[src/sv/ght_pkg.sv]
`timescale 1ns / 1ps
package ght_pkg;

    localparam int COORD_W = 32;
    localparam int IDX_W   = 16;
    localparam int RAD_W   = 31;
    localparam int CFG_W   = 32;
    localparam int REG_W   = 2;
    localparam int DIFF_W  = COORD_W + 2;
    localparam int MUL_W   = DIFF_W + 1;
    localparam int PROD_W  = 2 * MUL_W;
    localparam int LIMB_W  = DIFF_W;
    localparam int LEN_W   = 2 * DIFF_W;
    localparam int R2_W    = 2 * RAD_W;
    localparam int WIDE_W  = 2 * LEN_W + 2;

    localparam logic [1:0] RING_FULL = 2'd3;

    localparam logic [REG_W-1:0] REG_QUERY_X    = 2'd0;
    localparam logic [REG_W-1:0] REG_QUERY_Y    = 2'd1;
    localparam logic [REG_W-1:0] REG_HIT_RADIUS = 2'd2;

    localparam logic [1:0] MODE_POINT  = 2'd0;
    localparam logic [1:0] MODE_LINE   = 2'd1;
    localparam logic [1:0] MODE_REGION = 2'd2;

    typedef struct packed {
        logic signed [COORD_W-1:0] qx;
        logic signed [COORD_W-1:0] qy;
        logic [RAD_W-1:0]          rad;
    } t_cfg;

    function automatic logic signed [DIFF_W-1:0] diff(
        input logic signed [COORD_W-1:0] a,
        input logic signed [COORD_W-1:0] b
    );
        return DIFF_W'(a) - DIFF_W'(b);
    endfunction

endpackage

[src/sv/ght_ifs.sv]


interface ght_cfg_if;
    logic                      valid;
    logic                      ready;
    logic [ght_pkg::REG_W-1:0] index;
    logic [ght_pkg::CFG_W-1:0] data;
    modport source (output valid, index, data, input ready);
    modport sink (input valid, index, data, output ready);
endinterface

[src/sv/ght_cfg.sv]
`timescale 1ns / 1ps
module ght_cfg (
    input  logic           i_clk,
    input  logic           i_rst_n,
    ght_cfg_if.sink        i_cfg,
    output ght_pkg::t_cfg  o_cfg
);

    ght_pkg::t_cfg r_cfg;

    assign i_cfg.ready = 1'b1;
    assign o_cfg = r_cfg;

    always_ff @(posedge i_clk) begin
        if (!i_rst_n) begin
            r_cfg <= '0;
        end else if (i_cfg.valid) begin
            unique case (i_cfg.index)
                ght_pkg::REG_QUERY_X:    r_cfg.qx  <= $signed(i_cfg.data);
                ght_pkg::REG_QUERY_Y:    r_cfg.qy  <= $signed(i_cfg.data);
                ght_pkg::REG_HIT_RADIUS: r_cfg.rad <= i_cfg.data[ght_pkg::RAD_W-1:0];
                default: ;
            endcase
        end
    end

endmodule

[src/flat_wrapper.sv]
// flat-port wrapper written by rule: the top's interface ports become plain ports
module ght_cfg_flat 
  (i_clk, i_rst_n, o_cfg, i_cfg_valid, i_cfg_index, i_cfg_data, i_cfg_ready);
  ght_cfg_if i_cfg_i ();
  input  logic i_clk;
  input  logic i_rst_n;
  output ght_pkg::t_cfg o_cfg;
  input wire logic [$bits(i_cfg_i.valid)-1:0] i_cfg_valid;
  input wire logic [$bits(i_cfg_i.index)-1:0] i_cfg_index;
  input wire logic [$bits(i_cfg_i.data)-1:0] i_cfg_data;
  output wire logic [$bits(i_cfg_i.ready)-1:0] i_cfg_ready;
  assign i_cfg_i.valid = i_cfg_valid;
  assign i_cfg_i.index = i_cfg_index;
  assign i_cfg_i.data = i_cfg_data;
  assign i_cfg_ready = i_cfg_i.ready;
  ght_cfg u_core (.i_clk(i_clk), .i_rst_n(i_rst_n), .i_cfg(i_cfg_i), .o_cfg(o_cfg));
endmodule
[config.mk]
export PLATFORM = sky130hd
export DESIGN_NAME = ght_cfg_flat
export DESIGN_NICKNAME = d
export VERILOG_FILES = /design/src/sv/ght_pkg.sv /design/src/sv/ght_ifs.sv /design/src/sv/ght_cfg.sv /design/src/flat_wrapper.sv
export SDC_FILE = /design/constraint.sdc
export NUM_CORES = 1
export LEC_CHECK = 0
export BUFFER_PORTS_ARGS = -buffer_cell sky130_fd_sc_hd__buf_2
export CAP_MARGIN = 10
export CORE_MARGIN = 2
export CORE_UTILIZATION = 46
export CTS_BUF_LIST = sky130_fd_sc_hd__clkbuf_8
export DETAILED_ROUTE_END_ITERATION = 10
export HOLD_SLACK_MARGIN = 0.02
export PLACE_DENSITY = 0.83
export SLEW_MARGIN = 20
export SYNTH_ARGS = -nofsm -noshare
export SYNTH_HDL_FRONTEND = slang
export SYNTH_SLANG_ARGS = --single-unit
[constraint.sdc]
create_clock -name i_clk -period 0.9 [get_ports i_clk]
set_clock_uncertainty 0.1 [all_clocks]
set_input_delay 0 -clock i_clk [delete_from_list [all_inputs] [get_ports i_clk]]
set_output_delay 0 -clock i_clk [all_outputs]
set_load 0.005 [all_outputs]
==> flow_summary.ini, run 1 <==
[outcome]
status = finished with violations
violations = hold timing, setup timing

[synth]
synthAdderAreaFrac = 0
synth-compound-area-share = 0
postSynthNetCount = 385
synth-xor-area-share = 0
ys_ff_latch = 95
synth_top_family_by_area = multiplexers
seq_area_frac_synth = 0.537
synth.distinct_cells = 13
synthCells = 348
yosysWarnings = 0
synth_simple_gate_area_frac = 0.142
synth.area.mux_share = 0.268
synth.avg_cell_area_um2 = 10.2
syn-cell-area_um2 = 3540

[global_route]
grt_overflow = 0
grt_max_degree = 53
grt_util_all_layers = 0.209
grt_pass1_vias = 2960
grt_antenna_before_repair = 0
grt_first_pass_wirelength_mm = 14.1

[die]
die_w_um = 91.8
dieArea_um2 = 8420
core_region_area_um2 = 7610
num_rows = 32
fp.dieH_um = 91.8
ios = 133
start_util = 0.466

[sta]
report.final.slew_viol_count = 0
setup_violations = 3
fin_crit_sh = 1.01
fmax_mhz = 1100
rsz0062_at_grt = true
hold_violations = 5
timing.setup.tns_ns = -0.00796
hold_slack_ns = -0.0823
period_needed_ns = 0.906
fin_ws_ns = -0.00633

[cells_and_area]
final_core_util = 0.696
syn2layout_area_growth_pct = 49.3
drive_gt1_frac = 0.504
mostFrequentLayoutCell = nand2_1
n_antenna_cell = 0
fillers = 524
stdcell_area_um2 = 5290
final_cell_mix = nand2_1, mux2i_1, dfxtp_2, buf_2, buf_6
largest_reg_flops = 95
nets = 556

[drt]
drc = 0
drt_iter0_markers = 95
ant_nets = 0
vias = 3030
wl_mm = 9.49
vias_per_cell = 4.86
wl_per_cell_um = 15.2
dr.pass1.iters = 5

[place]
io_buffers = 131
place_congestion = 0.774
dpl.hpwl_mm = 5.50
dpl_cell_area_um2 = 4300

[setup_path]
cpMaxStageDelayCell = dfxtp_2
crit_path_start = u_core.o_cfg[4]$_SDFFE_PN0P_
critPathMaxStageDelay_ns = 0.34
worstPathRequired_ns = 0.80
path_cells = buf_2
cp_max_fo = 2
critPathLaunchType = flip-flop
crit_arrival_ns = 0.81
crit_type = reg2out
critical_path.top_delay_family = flip-flops
r2r-start = u_core.o_cfg[1]$_SDFFE_PN0P_
end_kind = primary output
cp_num_buf_inv = 1

[hold_path]
hp-class = in2reg
worst_hold_startpoint = i_rst_n

[clock_tree]
cts.sinks = 95
clockBufferDepth = 2
clk_pin_slew_worst_paths_ns = 0.10
cts-root-buf = clkbuf_8
ctsHoldBuffers = 35
tritoncts = done
h-tree-depth = 3
cts_buffers = 9
clkLatencyLatePin_ns = 0.33

[power_and_ir_drop]
ir_drop_v = 0.000838
finalPower_mw = 7.84
power_density_nw_per_um2 = 1480
power.leakage_nw = 2.70

[job]
cap_violations = 0
## synth_stat cells (all sizes together)
master	number	share of area
and3b	1	0.0028
buf	19	0.043
clkbuf	8	0.0085
conb	1	0.0011
dfxtp	95	0.54
mux2i	95	0.27
nand2	127	0.13
nand3b	1	0.0021
or3b	1	0.0025
## cells by family (layout without fill, tap and decap cells)
family / count (synthesis) / after routing
mux: 95 / 95
other cells: 1 / 1
buf+inv: 27 / 201
simple gates: 130 / 130
flops: 95 / 95
## metal layers
metal | GRT usage | vias to the layer above | routed length, um
met1 | 0.259 | 1443 | 3840
met4 | 0.0858 | 0 | 229
li1 | - | 1474 | -
met3 | 0.0394 | 18 | 379
met5 | 0 | - | 0
met2 | 0.356 | 95 | 5040
## layout make-up
cell class              count  area (um^2)  area share
clock inverters             5         36.3     0.00686
flip-flops and latches     95         2020       0.382
multi-input cells         226         1460       0.275
repair buffers            187         1530       0.288
well taps                 102          128      0.0241
clock buffers               9          124      0.0234
## final timing paths
check,end,slack [ns],cells past startpoint
min,u_core.o_cfg[42]$_SDFFE_PN0P_,-0.08,3
max,o_cfg[4],-0.006,1
max reg2reg,u_core.o_cfg[1]$_SDFFE_PN0P_,0.09,3
min reg2reg,u_core.o_cfg[86]$_SDFFE_PN0P_,0.36,2
## stage by stage
step | worst slack, ns | instances
2_1_floorplan | -0.0859 | 348
3_3_place_gp | -0.278 | 563
3_5_place_dp | -0.319 | 563
4_1_cts | -0.0143 | 614
5_1_grt | -0.0352 | 624
6_report | -0.00633 | 624
## power by group
group          total (mW)  switching, mW  internal [mW]
Clock                2.39           1.41          0.979
Sequential           4.47         0.0924           4.38
Combinational       0.981          0.437          0.544
Total                7.84           1.94           5.90
## what timing repair did
item                                    4_1_cts  5_1_grt
gates resized for setup                      93       46
hold endpoints to repair                     95        8
setup buffers                                 2       11
endpoints found under the setup margin       84       99
Power figures use the tool's default switching activity.
==> inputs of run 2 (changes only) <==
--- a/config.mk
+++ b/config.mk
@@ -5,12 +5,14 @@
 export SDC_FILE = /design/constraint.sdc
 export NUM_CORES = 1
 export LEC_CHECK = 0
+export ABC_AREA = 1
 export BUFFER_PORTS_ARGS = -buffer_cell sky130_fd_sc_hd__buf_2
 export CAP_MARGIN = 10
 export CORE_MARGIN = 2
-export CORE_UTILIZATION = 46
+export CORE_UTILIZATION = 47
 export CTS_BUF_LIST = sky130_fd_sc_hd__clkbuf_8
 export DETAILED_ROUTE_END_ITERATION = 10
+export GPL_ROUTABILITY_DRIVEN = 1
 export HOLD_SLACK_MARGIN = 0.02
 export PLACE_DENSITY = 0.83
 export SLEW_MARGIN = 20
==> run 2 against run 1 <==
  * The run ends with setup timing left
  * Synthesized area up 15%
  * Critical path depth is the same
  * Via count is 34% higher
  * Final cell count grew 41%
  * Wire length is 14% higher
  * Sequential share of layout area is 3.5 points lower
  * Maximum frequency up 0.10%
  * Die area increased by 12%
  * First-iteration DRC count decreased by 9.5%
  * Register-to-register slack got worse by 0.05 ns
  * Cell area grew 10%
  * Setup slack improved by 0.00093 ns
  * Critical path type unchanged
==> flow_summary.ini, run 2 <==
[synth]
synth.avg_cell_area_um2 = 6.65
synth.distinct_cells = 14
ys_ff_latch = 95
synth_edf_count = 0
synth.area.top_cells = dfxtp_1, nand2_1, nor2_1
synth-async-reset-ratio = 0
synth_flop_cell = dfxtp_1
yosys.area.top_type_share = 0.467
synthCells = 613
postSynthNetCount = 650
synth_top_area_cell = dfxtp_1
syn-cell-area_um2 = 4080
synth_common_cells = nand2_1, nor2_1, inv_1
yosysWarnings = 0
seq_area_frac_synth = 0.467

[hold_path]
hp-class = in2reg

[drt]
drt_iter0_markers = 86
drc = 0
vias_per_cell = 4.62
vias = 4066
wl_per_cell_um = 12.3
dr.pass1.iters = 5
wl_mm = 10.8
ant_nets = 0

[setup_path]
cpMaxStageDelayCell = dfxtp_2
cp_num_buf_inv = 1
crit_arrival_ns = 0.81
critical_path.top_delay_family = flip-flops
path_cells = buf_2
end_kind = primary output
crit_type = reg2out
worstPathRequired_ns = 0.80
critPathLaunchType = flip-flop
critPathMaxStageDelay_ns = 0.36
cp_max_fo = 2

[clock_tree]
cts_buffers = 9
cts-root-buf = clkbuf_8
h-tree-depth = 3
clockBufferDepth = 2
clkLatencyLatePin_ns = 0.34
cts.sinks = 95
clk_pin_slew_worst_paths_ns = 0.09
tritoncts = done

[global_route]
grt_overflow = 0
grt_first_pass_wirelength_mm = 17.8
grt_util_all_layers = 0.225
grt_max_degree = 39
grt_pass1_vias = 3968
grt_antenna_before_repair = 0

[cells_and_area]
stdcell_area_um2 = 5830
register_area_um2 = 2020
fillers = 655
largest_reg_flops = 95
final_core_util = 0.703
n_antenna_cell = 0
drive_gt1_frac = 0.341
multi_input_area_um2 = 1550
syn2layout_area_growth_pct = 43.1
nets = 807
final_cell_mix = nor2_1, nand2_1, inv_1, dfxtp_2, buf_2

[power_and_ir_drop]
power.leakage_nw = 3.20
finalPower_mw = 8.87
power_density_nw_per_um2 = 1520
ir_drop_v = 0.000910

[sta]
period_needed_ns = 0.905
fin_crit_sh = 1.01
fin_ws_ns = -0.00540
hold_violations = 0
setup_violations = 1
report.final.slew_viol_count = 0
rsz0062_at_grt = true
fmax_mhz = 1100

[place]
dpl_cell_area_um2 = 4820
dpl.hpwl_mm = 6.79
io_buffers = 131
place_congestion = 0.735

[job]
cap_violations = 0

[die]
dieArea_um2 = 9430
ios = 133
die_w_um = 97.1
num_rows = 33
fp.dieH_um = 97.1
start_util = 0.491
core_region_area_um2 = 8300

[outcome]
violations = setup timing
status = finished with violations
## run 2: changes by cell type after synthesis, moves of 3 or more
cell      previous run  this run
nand3_1              0        32
mux2i_1             95         0
nor2_1               0       158
buf_12               3         0
buf_2                6        13
nand2_1            127       158
a21oi_1              0        32
buf_4                5        12
inv_1                0        97
clkbuf_1             8         0
buf_6                1         8
## run 2: where the power goes
part / internal (mW) / switching (mW) / total [mW]
Sequential: 4.47 / 0.138 / 4.60
Clock: 1.35 / 1.47 / 2.82
Combinational: 0.732 / 0.720 / 1.45
## run 2: through the flow
stage	TNS (ns)	hold WS [ns]	cells	setup WS (ns)
6_report	-0.00540	0.0235	880	-0.00540
5_1_grt	-1.99	0.0223	880	-0.0442
4_1_cts	-0.400	0.00433	878	-0.0166
3_5_place_dp	-0.961	0.167	824	-0.0487
3_3_place_gp	-0.0100	0.158	824	-0.0100
2_1_floorplan	0	0.0349	613	0.154
## run 2: final timing paths
path	slack, ns	to	from	cells past startpoint
worst max-delay path	-0.005	o_cfg[45]	u_core.o_cfg[45]$_SDFFE_PN0P_	1
worst min-delay path	0.02	u_core.o_cfg[81]$_SDFFE_PN0P_	i_rst_n	4
worst max register to register	0.04	u_core.o_cfg[38]$_SDFFE_PN0P_	u_core.o_cfg[38]$_SDFFE_PN0P_	5
worst min register to register	0.39	u_core.o_cfg[88]$_SDFFE_PN0P_	u_core.o_cfg[88]$_SDFFE_PN0P_	2
## run 2: cells by family after synthesis
logic type,after synthesis,synth area share
other,1,0.000920
DFF,95,0.467
and+or+nand+nor,351,0.340
buffers and inverters,134,0.153
AOI/OAI and AO/OA,32,0.0393
## run 2: cell type report
cell class / instances / area share
clock buffer: 10 / 0.0236
clock inverter: 6 / 0.0105
sequential: 95 / 0.347
multi-input combinational: 384 / 0.266
inverter: 97 / 0.0624
tap: 105 / 0.0225
timing repair buffer: 183 / 0.269
## run 2: layer usage
| layer | global-route usage | part of all wire | up-vias | routed length (um) |
|---|---|---|---|---|
| met5 | 0 | 0 | - | 0 |
| met4 | 0.0769 | 0.017 | 0 | 182 |
| met3 | 0.0489 | 0.046 | 16 | 496 |
| met2 | 0.421 | 0.53 | 94 | 5710 |
| met1 | 0.250 | 0.41 | 1859 | 4400 |
| li1 | - | - | 2097 | - |
## run 2: repair_timing
action	4_1_cts	5_1_grt
pin swaps	0	0
setup endpoints to repair	87	96
hold endpoints to repair	95	0
resized for setup	112	34
hold buffers	33	0
setup buffers	5	2
## run 2: worst min-delay path: cells and delay by family
family / cells / cell delay, ns
and+or+nand+nor: 2 / 0.10
buffers and inverters: 2 / 0.33
